`src/hdl/boxdec_pkg.sv`:
```
// boxdec_pkg: frame geometry, field widths and stage payload types of the
// 5x5 box-average decimator. Depends on nothing; used by every other file.
`default_nettype none

package boxdec_pkg;

   // frame geometry
   localparam int unsigned IN_COLS  = 164;
   localparam int unsigned IN_ROWS  = 122;
   localparam int unsigned OUT_COLS = 32;
   localparam int unsigned OUT_ROWS = 24;
   localparam int unsigned BLOCK_W  = 5;
   localparam int unsigned BLOCK_H  = 5;

   localparam int unsigned SPAN_X = OUT_COLS * BLOCK_W;
   localparam int unsigned SPAN_Y = OUT_ROWS * BLOCK_H;
   localparam int unsigned TRIM_X = (SPAN_X >= IN_COLS) ? 0 : (IN_COLS - SPAN_X) / 2;
   localparam int unsigned TRIM_Y = (SPAN_Y >= IN_ROWS) ? 0 : (IN_ROWS - SPAN_Y) / 2;

   // field widths
   localparam int unsigned PIXEL_W   = 8;
   localparam int unsigned LEVEL_W   = 16;
   localparam int unsigned SUM_W     = 13;
   localparam int unsigned OUT_COL_W = 5;
   localparam int unsigned OUT_ROW_W = 5;

   // counter widths
   localparam int unsigned COL_W = (IN_COLS > 1) ? $clog2(IN_COLS) : 1;
   localparam int unsigned ROW_W = (IN_ROWS > 1) ? $clog2(IN_ROWS) : 1;
   localparam int unsigned IX_W  = (BLOCK_W > 1) ? $clog2(BLOCK_W) : 1;
   localparam int unsigned IY_W  = (BLOCK_H > 1) ? $clog2(BLOCK_H) : 1;

   // level = round(sum * 2^16 / FULL_SCALE) by an exact reciprocal multiply
   localparam int unsigned FULL_SCALE  = BLOCK_W * BLOCK_H * 255;
   localparam int unsigned HALF_SCALE  = FULL_SCALE / 2;
   localparam int unsigned NUM_W       = SUM_W + LEVEL_W;
   localparam int unsigned RECIP_SHIFT = 42;
   localparam int unsigned RECIP_W     = 30;
   localparam logic [63:0] RECIP_64    =
      ((64'd1 << RECIP_SHIFT) + 64'(FULL_SCALE) - 64'd1) / 64'(FULL_SCALE);
   localparam logic [RECIP_W-1:0] RECIP = RECIP_W'(RECIP_64);
   localparam int unsigned PROD_W      = NUM_W + RECIP_W;
   localparam int unsigned QUOT_W      = PROD_W - RECIP_SHIFT;

   // decoded pixel between position stage and accumulator stage
   typedef struct packed {
      logic [PIXEL_W-1:0]   pixel;
      logic                 in_window;
      logic                 first;
      logic                 last;
      logic                 last_of_frame;
      logic [OUT_COL_W-1:0] bx;
      logic [OUT_ROW_W-1:0] by;
   } pix_type;

   // finished block between accumulator stage and level stage
   typedef struct packed {
      logic [SUM_W-1:0]     block_sum;
      logic [OUT_COL_W-1:0] bx;
      logic [OUT_ROW_W-1:0] by;
      logic                 last_of_frame;
   } blk_type;

endpackage

`default_nettype wire

```
`src/hdl/boxdec_if.sv`:
```
// boxdec_req_if, boxdec_rsp_if: valid/ready channels for pixels in and
// block results out. Depends on boxdec_pkg for field widths.
`default_nettype none

interface boxdec_req_if import boxdec_pkg::*; ();
   logic               valid;
   logic               ready;
   logic [PIXEL_W-1:0] pixel;
   logic               frame_start;

   modport source (output valid, output pixel, output frame_start, input ready);
   modport sink   (input valid, input pixel, input frame_start, output ready);
endinterface

interface boxdec_rsp_if import boxdec_pkg::*; ();
   logic                 valid;
   logic                 ready;
   logic [LEVEL_W-1:0]   level;
   logic [SUM_W-1:0]     block_sum;
   logic [OUT_COL_W-1:0] out_col;
   logic [OUT_ROW_W-1:0] out_row;
   logic                 last_of_frame;

   modport source (output valid, output level, output block_sum, output out_col,
                   output out_row, output last_of_frame, input ready);
   modport sink   (input valid, input level, input block_sum, input out_col,
                   input out_row, input last_of_frame, output ready);
endinterface

`default_nettype wire

```
`src/hdl/box_average_decimator_core.sv`:
```
// Box-average decimator: takes a 164 x 122 raster frame of 8-bit pixels, trims
// 2 columns on each side and 1 row top and bottom, and sums each 5 x 5 block
// into a 32 x 24 image. One pixel is taken every clock cycle; stalls on the
// result side hold the pipe. A block result (sum, level, position) passes
// from the transfer of the block's last pixel through the position register,
// the accumulator read-modify-write and the level multiply, each one stage.
// Border pixels and pixels that do not close a block give no result.
// frame_start on a pixel restarts the position counters at that pixel.
`default_nettype none

module box_average_decimator_core import boxdec_pkg::*; (
   input  logic         clock,
   input  logic         reset,
   boxdec_req_if.sink   req_ch,
   boxdec_rsp_if.source rsp_ch
);

   logic    pix_valid, pix_ready;
   pix_type pix_data;
   logic    blk_valid, blk_ready;
   blk_type blk_data;

   boxdec_position u_position (
      .clock     (clock),
      .reset     (reset),
      .req_ch    (req_ch),
      .pix_valid (pix_valid),
      .pix_ready (pix_ready),
      .pix_data  (pix_data)
   );

   boxdec_accum u_accum (
      .clock     (clock),
      .reset     (reset),
      .pix_valid (pix_valid),
      .pix_ready (pix_ready),
      .pix_data  (pix_data),
      .blk_valid (blk_valid),
      .blk_ready (blk_ready),
      .blk_data  (blk_data)
   );

   boxdec_level u_level (
      .clock     (clock),
      .reset     (reset),
      .blk_valid (blk_valid),
      .blk_ready (blk_ready),
      .blk_data  (blk_data),
      .rsp_ch    (rsp_ch)
   );

   // a block never holds more than its own pixels
   a_sum_bound: assert property (@(posedge clock) disable iff (reset)
      rsp_ch.valid |-> (32'(rsp_ch.block_sum) <= FULL_SCALE))
      else $error("block sum above full scale");

   // frame end flag only on the bottom right block
   a_last_pos: assert property (@(posedge clock) disable iff (reset)
      (rsp_ch.valid && rsp_ch.last_of_frame) |->
         ((32'(rsp_ch.out_col) == OUT_COLS - 1) && (32'(rsp_ch.out_row) == OUT_ROWS - 1)))
      else $error("last_of_frame on wrong block");

   // level end points follow the sum
   a_level_ends: assert property (@(posedge clock) disable iff (reset)
      rsp_ch.valid |->
         ((rsp_ch.block_sum == '0) == (rsp_ch.level == '0))
         && ((32'(rsp_ch.block_sum) == FULL_SCALE) == (rsp_ch.level == '1)))
      else $error("level out of step with block sum");

   // a finished block reaches the result register when that stage moves
   a_blk_to_rsp: assert property (@(posedge clock) disable iff (reset)
      (blk_valid && blk_ready) |=> rsp_ch.valid)
      else $error("block result lost before the output register");

endmodule

`default_nettype wire

```
`src/hdl/boxdec_position.sv`:
```
// boxdec_position: raster position counters, trim window and block decode;
// registers each pixel with its block flags. Depends on boxdec_pkg, boxdec_req_if.
`default_nettype none

module boxdec_position import boxdec_pkg::*; (
   input  logic       clock,
   input  logic       reset,
   boxdec_req_if.sink req_ch,
   output logic       pix_valid,
   input  logic       pix_ready,
   output pix_type    pix_data
);

   logic [COL_W-1:0]     col_ff, col_in, cur_col, nxt_col;
   logic [ROW_W-1:0]     row_ff, row_in, cur_row, nxt_row;
   logic [IX_W-1:0]      ix_ff, ix_in, cur_ix;
   logic [IY_W-1:0]      iy_ff, iy_in, cur_iy;
   logic [OUT_COL_W-1:0] bx_ff, bx_in, cur_bx;
   logic [OUT_ROW_W-1:0] by_ff, by_in, cur_by;
   logic                 in_x, in_y, col_end, row_end, ix_end, iy_end;
   logic                 valid_ff;
   pix_type              data_ff, data_in;
   logic                 accept;

   assign req_ch.ready = !valid_ff || pix_ready;
   assign accept       = req_ch.valid && req_ch.ready;
   assign pix_valid    = valid_ff;
   assign pix_data     = data_ff;

   always_comb begin
      // frame_start puts the counters at zero before this pixel is placed
      cur_col = req_ch.frame_start ? '0 : col_ff;
      cur_row = req_ch.frame_start ? '0 : row_ff;
      cur_ix  = req_ch.frame_start ? '0 : ix_ff;
      cur_iy  = req_ch.frame_start ? '0 : iy_ff;
      cur_bx  = req_ch.frame_start ? '0 : bx_ff;
      cur_by  = req_ch.frame_start ? '0 : by_ff;

      in_x    = (32'(cur_col) >= TRIM_X) && (32'(cur_col) < TRIM_X + SPAN_X);
      in_y    = (32'(cur_row) >= TRIM_Y) && (32'(cur_row) < TRIM_Y + SPAN_Y);
      col_end = (32'(cur_col) == IN_COLS - 1);
      row_end = (32'(cur_row) == IN_ROWS - 1);
      ix_end  = (32'(cur_ix) == BLOCK_W - 1);
      iy_end  = (32'(cur_iy) == BLOCK_H - 1);
      nxt_col = col_end ? '0 : cur_col + COL_W'(1);
      nxt_row = row_end ? '0 : cur_row + ROW_W'(1);

      col_in = nxt_col;
      row_in = cur_row;
      ix_in  = cur_ix;
      bx_in  = cur_bx;
      iy_in  = cur_iy;
      by_in  = cur_by;

      // block column tracking inside the trimmed window
      if (32'(nxt_col) == TRIM_X) begin
         ix_in = '0;
         bx_in = '0;
      end else if (in_x) begin
         if (ix_end) begin
            ix_in = '0;
            bx_in = cur_bx + OUT_COL_W'(1);
         end else begin
            ix_in = cur_ix + IX_W'(1);
         end
      end

      // block row tracking, once per line
      if (col_end) begin
         row_in = nxt_row;
         if (32'(nxt_row) == TRIM_Y) begin
            iy_in = '0;
            by_in = '0;
         end else if (in_y) begin
            if (iy_end) begin
               iy_in = '0;
               by_in = cur_by + OUT_ROW_W'(1);
            end else begin
               iy_in = cur_iy + IY_W'(1);
            end
         end
      end

      data_in.pixel         = req_ch.pixel;
      data_in.in_window     = in_x && in_y;
      data_in.first         = (cur_ix == '0) && (cur_iy == '0);
      data_in.last          = ix_end && iy_end;
      data_in.last_of_frame = ix_end && iy_end
                              && (32'(cur_bx) == OUT_COLS - 1)
                              && (32'(cur_by) == OUT_ROWS - 1);
      data_in.bx            = cur_bx;
      data_in.by            = cur_by;
   end

   always_ff @(posedge clock) begin
      if (reset) begin
         col_ff   <= '0;
         row_ff   <= '0;
         ix_ff    <= '0;
         iy_ff    <= '0;
         bx_ff    <= '0;
         by_ff    <= '0;
         valid_ff <= 1'b0;
      end else begin
         if (req_ch.ready) begin
            valid_ff <= req_ch.valid;
         end
         if (accept) begin
            col_ff <= col_in;
            row_ff <= row_in;
            ix_ff  <= ix_in;
            iy_ff  <= iy_in;
            bx_ff  <= bx_in;
            by_ff  <= by_in;
         end
      end
   end

   always_ff @(posedge clock) begin
      if (req_ch.ready) begin
         data_ff <= data_in;
      end
   end

endmodule

`default_nettype wire

```
`src/hdl/boxdec_accum.sv`:
```
// boxdec_accum: one accumulator per block column, updated read-modify-write;
// passes finished block sums on. Depends on boxdec_pkg.
`default_nettype none

module boxdec_accum import boxdec_pkg::*; (
   input  logic    clock,
   input  logic    reset,
   input  logic    pix_valid,
   output logic    pix_ready,
   input  pix_type pix_data,
   output logic    blk_valid,
   input  logic    blk_ready,
   output blk_type blk_data
);

   logic [SUM_W-1:0] acc_ff [OUT_COLS];
   logic [SUM_W-1:0] acc_rd, sum_in;
   logic             valid_ff;
   blk_type          data_ff, data_in;
   logic             xfer;

   assign pix_ready = !valid_ff || blk_ready;
   assign xfer      = pix_valid && pix_ready;
   assign blk_valid = valid_ff;
   assign blk_data  = data_ff;

   always_comb begin
      acc_rd = acc_ff[pix_data.bx];
      // first pixel of a block starts the sum fresh
      sum_in = pix_data.first ? SUM_W'(pix_data.pixel)
                              : acc_rd + SUM_W'(pix_data.pixel);
      data_in.block_sum     = sum_in;
      data_in.bx            = pix_data.bx;
      data_in.by            = pix_data.by;
      data_in.last_of_frame = pix_data.last_of_frame;
   end

   always_ff @(posedge clock) begin
      if (xfer && pix_data.in_window) begin
         acc_ff[pix_data.bx] <= sum_in;
      end
   end

   always_ff @(posedge clock) begin
      if (reset) begin
         valid_ff <= 1'b0;
      end else if (pix_ready) begin
         valid_ff <= pix_valid && pix_data.in_window && pix_data.last;
      end
   end

   always_ff @(posedge clock) begin
      if (pix_ready) begin
         data_ff <= data_in;
      end
   end

endmodule

`default_nettype wire

```
`src/hdl/boxdec_level.sv`:
```
// boxdec_level: block mean as rounded Q0.16 fraction of full scale by an
// exact reciprocal multiply; drives the result register. Depends on boxdec_pkg.
`default_nettype none

module boxdec_level import boxdec_pkg::*; (
   input  logic         clock,
   input  logic         reset,
   input  logic         blk_valid,
   output logic         blk_ready,
   input  blk_type      blk_data,
   boxdec_rsp_if.source rsp_ch
);

   logic [NUM_W-1:0]     num;
   logic [PROD_W-1:0]    prod;
   logic [QUOT_W-1:0]    quot;
   logic [LEVEL_W-1:0]   level_in, level_ff;
   logic                 valid_ff;
   blk_type              data_ff;

   assign blk_ready = !valid_ff || rsp_ch.ready;

   always_comb begin
      num  = {blk_data.block_sum, LEVEL_W'(0)} + NUM_W'(HALF_SCALE);
      prod = PROD_W'(num) * PROD_W'(RECIP);
      quot = prod[RECIP_SHIFT +: QUOT_W];
      // a full-scale block rounds to 1.0, held at the top code
      level_in = (quot > QUOT_W'({LEVEL_W{1'b1}})) ? '1 : LEVEL_W'(quot);
   end

   always_ff @(posedge clock) begin
      if (reset) begin
         valid_ff <= 1'b0;
      end else if (blk_ready) begin
         valid_ff <= blk_valid;
      end
   end

   always_ff @(posedge clock) begin
      if (blk_ready) begin
         level_ff <= level_in;
         data_ff  <= blk_data;
      end
   end

   assign rsp_ch.valid         = valid_ff;
   assign rsp_ch.level         = level_ff;
   assign rsp_ch.block_sum     = data_ff.block_sum;
   assign rsp_ch.out_col       = data_ff.bx;
   assign rsp_ch.out_row       = data_ff.by;
   assign rsp_ch.last_of_frame = data_ff.last_of_frame;

endmodule

`default_nettype wire

```
`src/flat_wrapper.sv`:
```
// flat-port wrapper written by rule: the top's interface ports become plain ports
module box_average_decimator_core_flat import boxdec_pkg::*;
  (clock, reset, req_ch_valid, req_ch_pixel, req_ch_frame_start, req_ch_ready, rsp_ch_valid, rsp_ch_level, rsp_ch_block_sum, rsp_ch_out_col, rsp_ch_out_row, rsp_ch_last_of_frame, rsp_ch_ready);
  boxdec_req_if req_ch_i ();
  boxdec_rsp_if rsp_ch_i ();
  input  logic clock;
  input  logic reset;
  input wire logic [$bits(req_ch_i.valid)-1:0] req_ch_valid;
  input wire logic [$bits(req_ch_i.pixel)-1:0] req_ch_pixel;
  input wire logic [$bits(req_ch_i.frame_start)-1:0] req_ch_frame_start;
  output wire logic [$bits(req_ch_i.ready)-1:0] req_ch_ready;
  output wire logic [$bits(rsp_ch_i.valid)-1:0] rsp_ch_valid;
  output wire logic [$bits(rsp_ch_i.level)-1:0] rsp_ch_level;
  output wire logic [$bits(rsp_ch_i.block_sum)-1:0] rsp_ch_block_sum;
  output wire logic [$bits(rsp_ch_i.out_col)-1:0] rsp_ch_out_col;
  output wire logic [$bits(rsp_ch_i.out_row)-1:0] rsp_ch_out_row;
  output wire logic [$bits(rsp_ch_i.last_of_frame)-1:0] rsp_ch_last_of_frame;
  input wire logic [$bits(rsp_ch_i.ready)-1:0] rsp_ch_ready;
  assign req_ch_i.valid = req_ch_valid;
  assign req_ch_i.pixel = req_ch_pixel;
  assign req_ch_i.frame_start = req_ch_frame_start;
  assign req_ch_ready = req_ch_i.ready;
  assign rsp_ch_valid = rsp_ch_i.valid;
  assign rsp_ch_level = rsp_ch_i.level;
  assign rsp_ch_block_sum = rsp_ch_i.block_sum;
  assign rsp_ch_out_col = rsp_ch_i.out_col;
  assign rsp_ch_out_row = rsp_ch_i.out_row;
  assign rsp_ch_last_of_frame = rsp_ch_i.last_of_frame;
  assign rsp_ch_i.ready = rsp_ch_ready;
  box_average_decimator_core u_core (.clock(clock), .reset(reset), .req_ch(req_ch_i), .rsp_ch(rsp_ch_i));
endmodule
```
`config.mk`:
```
export PLATFORM = sky130hd
export DESIGN_NAME = box_average_decimator_core_flat
export DESIGN_NICKNAME = d
export VERILOG_FILES = /design/src/hdl/boxdec_pkg.sv /design/src/hdl/boxdec_if.sv /design/src/hdl/box_average_decimator_core.sv /design/src/hdl/boxdec_position.sv /design/src/hdl/boxdec_accum.sv /design/src/hdl/boxdec_level.sv /design/src/flat_wrapper.sv
export SDC_FILE = /design/constraint.sdc
export NUM_CORES = 1
export LEC_CHECK = 0
export BUFFER_PORTS_ARGS = -buffer_cell sky130_fd_sc_hd__clkbuf_2
export CORE_MARGIN = 5
export CORE_UTILIZATION = 69
export CTS_CLUSTER_SIZE = 14
export DETAILED_ROUTE_END_ITERATION = 16
export PLACE_DENSITY = 0.88
export SLEW_MARGIN = 10
export SYNTH_ARGS = -nofsm -noshare
export SYNTH_HDL_FRONTEND = slang
export SYNTH_SLANG_ARGS = --single-unit
```
`constraint.sdc`:
```
create_clock -name clock -period 18.7 [get_ports clock]
set_input_delay 2.805 -clock clock [delete_from_list [all_inputs] [get_ports clock]]
set_output_delay 2.805 -clock clock [all_outputs]
set_load 0.05 [all_outputs]
```
==> impl_metrics.ini <==
[clocking]
clk_latency_ns = 0.61
cts_resized = 0
root_buffer = clkbuf_16
clock_path_buffers = 3
postCtsHoldBufs = 0
post_cts_buffers = 0
cts_sinks = 541
cts_max_level = 2
clkTransAtPathRegs_ns = 0.07
cts_buffers = 52
tritoncts = yes

[timing]
drv_slew = 0
skew_ns = 0.02763
setup_viol = 0
setup_ws_ns = 10.95
fin_crit_sh = 0.4143
slew_headroom = 0.09378
fmax_mhz = 129.1
fin_crit_ns = 7.747
rsz0062_at_grt = no
worstMarginPinSlew_ns = 1.358
fin_setup_tns_ns = 0
finalHoldViolCount = 0

[setup_path]
r2r-start = u_core.u_accum.blk_data[21]$_DFFE_PP_
r2r_setup_slack_ns = 10.95
crit_chain = fa_1, inv_1, fa_1, inv_1, fa_1, inv_1, fa_1, inv_1, fa_1, inv_1, fa_1, inv_1, fa_1, ha_1, ha_1, a21oi_1, a21boi_1, a311oi_1, o221a_2, a21oi_1, o22a_1, a211oi_2, xnor2_2, nand4_1
crit_arrival_ns = 8.07
worstPathMaxFanout = 16
reg2reg_depth = 24
reg2reg_to = u_core.u_level.rsp_ch.level[15]$_SDFFCE_PN1P_
required_ns = 19.02
cp_slowest_stage_delay_ns = 0.62
cp_slowest_cell = fa_1
startpoint_type = register
critPathKind = register to register
crit_family = adder cells
critPathBufInv = 6
crit_top_cell = fa_1
crit_path_end_kind = register

[power_and_ir_drop]
p_per_area_nw_per_um2 = 127.7
p_leak_nw = 12.67
vdd_drop_max_mv = 0.1495
p_int_mw = 2.567
swShare = 0.3657
combPwrFrac = 0.407
seq_power_share = 0.337
pwr-share-clk = 0.256
switching_power_mw = 1.480

[placed_design]
place_ws_ns = 10.60
dp.cells = 2492
hpwlAfterDp_um = 44820
io_buffers = 54
place.gp.congestion = 0.9551

[min_path]
holdPathStages = 0
min_from = u_core.u_accum.blk_data[4]$_DFFE_PP_
hold_path.class = register to register
min_to = u_core.u_level.rsp_ch.out_row[3]$_DFFE_PP_

[final_layout]
area_growth_pct = 9.150
drive_gt1_frac = 0.1664
seq_area_sq_um = 15860
fin_nets = 2399
nFillCells = 2308
utilization = 0.7591
fin_cells = 2588
antennaDiodeCount = 0
multi_input_area_sq_um = 12050

[yosys]
synth_edf_count = 502
yosys_register_bits = 541
synth_fp_nets = 2336
synth-main-ff-cell = edfxtp_1
synth_top_area_cell = edfxtp_1
yosys-top-cells-area = edfxtp_1, ha_1, mux4_2
yosysMostFrequentCell = edfxtp_1
syn_area_sq_um = 29040
synth_common_cells = edfxtp_1, inv_1, ha_1
synth_cells = 1947
seq_area_frac_synth = 0.5459
syn-mean-instance-area_sq_um = 14.92
synth_top_area_frac = 0.5190
yosysWarnings = 0
synth_cell_types = 73
async_flop_share = 0

[die]
die_w_um = 215.2
num_rows = 75
core-area_sq_um = 41760
initial_utilization = 0.6955
die_height_um = 215.2
ioPinCount = 55
design.die.area_sq_um = 46290

[routing]
ant_nets = 0
vias_per_cell = 6.680
drc_errors = 0
routed_wirelength_um = 71860
drtPass1Iterations = 8
vias = 17290
drt_iter0_drc = 2053
avgRoutedWirePerCell_um = 27.77

[global_route]
grt_overflow = 0
grt_max_degree = 49
grt_pass1_vias = 17910
grt_pass1_wl_um = 107900
grt_use_total = 0.3073
antenna_found_initial = 0

[outcome]
status = completed

[flow_run]
maxCapViolCount = 0
[kinds of logic after synthesis]
| kind of cell | Yosys count | share of synthesized area |
|---|---|---|
| AO/OA/AOI/OAI | 202 | 0.04343 |
| XOR/XNOR | 32 | 0.009650 |
| adder cells (fa/ha/maj) | 376 | 0.1935 |
| buffers and inverters | 335 | 0.04567 |
| flip-flops | 541 | 0.5459 |
| multiplexers | 156 | 0.1115 |
| AND/OR/NAND/NOR | 305 | 0.05032 |
[state kept, by name, summed over array words and instances, names as in the netlist, 7 cells and up, named ones only]
| signal | count |
|---|---|
| u_core.u_position.pix_data | 22 |
| u_core.u_position.row_ff | 7 |
| u_core.u_position.col_ff | 8 |
| u_core.u_level.rsp_ch.block_sum | 13 |
| u_core.u_level.rsp_ch.level | 16 |
| u_core.u_accum.blk_data | 24 |
| u_core.u_accum.acc_ff | 416 |
[cell usage in the layout, fill, tap and decap left out, drive strengths merged, types with 20 or more instances in the layout]
cell,n
a21oi,72
nor2,95
o21ai,46
clkbuf,121
dfxtp,39
inv,273
nand2,81
fa,122
mux4,130
a21o,24
edfxtp,502
nor2b,20
nand3,27
ha,254
[layer usage]
layer	global-route usage	vias up	wire, um
li1	-	7277	-
met1	0.4044	8548	25490
met2	0.5195	1212	36050
met3	0.05277	250	7063
met4	0.1223	0	3251
met5	0	-	0
[worst max path at each step]
| stage | from | to | slack, ns | cells past startpoint |
|---|---|---|---|---|
| after detailed placement | u_core.u_accum.blk_data[21]$_DFFE_PP_ | u_core.u_level.rsp_ch.level[14]$_SDFFCE_PN1P_ | 10.60 | 23 |
| after floorplan | u_core.u_accum.blk_data[21]$_DFFE_PP_ | u_core.u_level.rsp_ch.level[11]$_SDFFCE_PN1P_ | 11.59 | 25 |
| final | u_core.u_accum.blk_data[21]$_DFFE_PP_ | u_core.u_level.rsp_ch.level[15]$_SDFFCE_PN1P_ | 10.95 | 24 |
| after global routing | u_core.u_accum.blk_data[21]$_DFFE_PP_ | u_core.u_level.rsp_ch.level[15]$_SDFFCE_PN1P_ | 10.62 | 24 |
| after CTS | u_core.u_accum.blk_data[21]$_DFFE_PP_ | u_core.u_level.rsp_ch.level[15]$_SDFFCE_PN1P_ | 10.64 | 23 |
| after global placement | u_core.u_accum.blk_data[21]$_DFFE_PP_ | u_core.u_level.rsp_ch.level[15]$_SDFFCE_PN1P_ | 10.87 | 24 |
[metrics by stage]
stage,instance area [sq um],power [mW],hold slack [ns]
after floorplan,29040,2.563,0.4003
after global placement,29950,2.919,0.4011
after detailed placement,29950,2.991,0.4045
after CTS,31600,4.030,0.4183
after global routing,31700,4.308,0.4247
final,31700,4.047,0.4181
[power groups by stage]
stage                     Sequential (mW)  Clock (mW)  Combinational [mW]
after detailed placement             1.39           0                1.60
after global routing                 1.37        1.10                1.84
after global placement               1.39           0                1.53
after floorplan                      1.44           0                1.12
after CTS                            1.37        1.04                1.63
final                                1.37        1.04                1.65
[worst register-to-register path, delay by kind of cell (launching register included)]
family | cells | cell delay (ns)
adder cells (fa/ha/maj) | 9 | 4.34
AO/OA/AOI/OAI | 7 | 1.67
XOR/XNOR | 1 | 0.33
AND/OR/NAND/NOR | 1 | 0.15
buffers and inverters | 6 | 0.40
flip-flops | 1 | 0.57
[cell type report]
class / count / area share
clock buffers: 67 / 0.04413
clock inverters: 26 / 0.007854
inverters: 271 / 0.03209
multi-input cells: 1071 / 0.3801
flip-flops and latches: 541 / 0.5004
well taps: 539 / 0.02127
repair buffers: 73 / 0.01413
No activity file was read; power rests on OpenSTA's default activity.
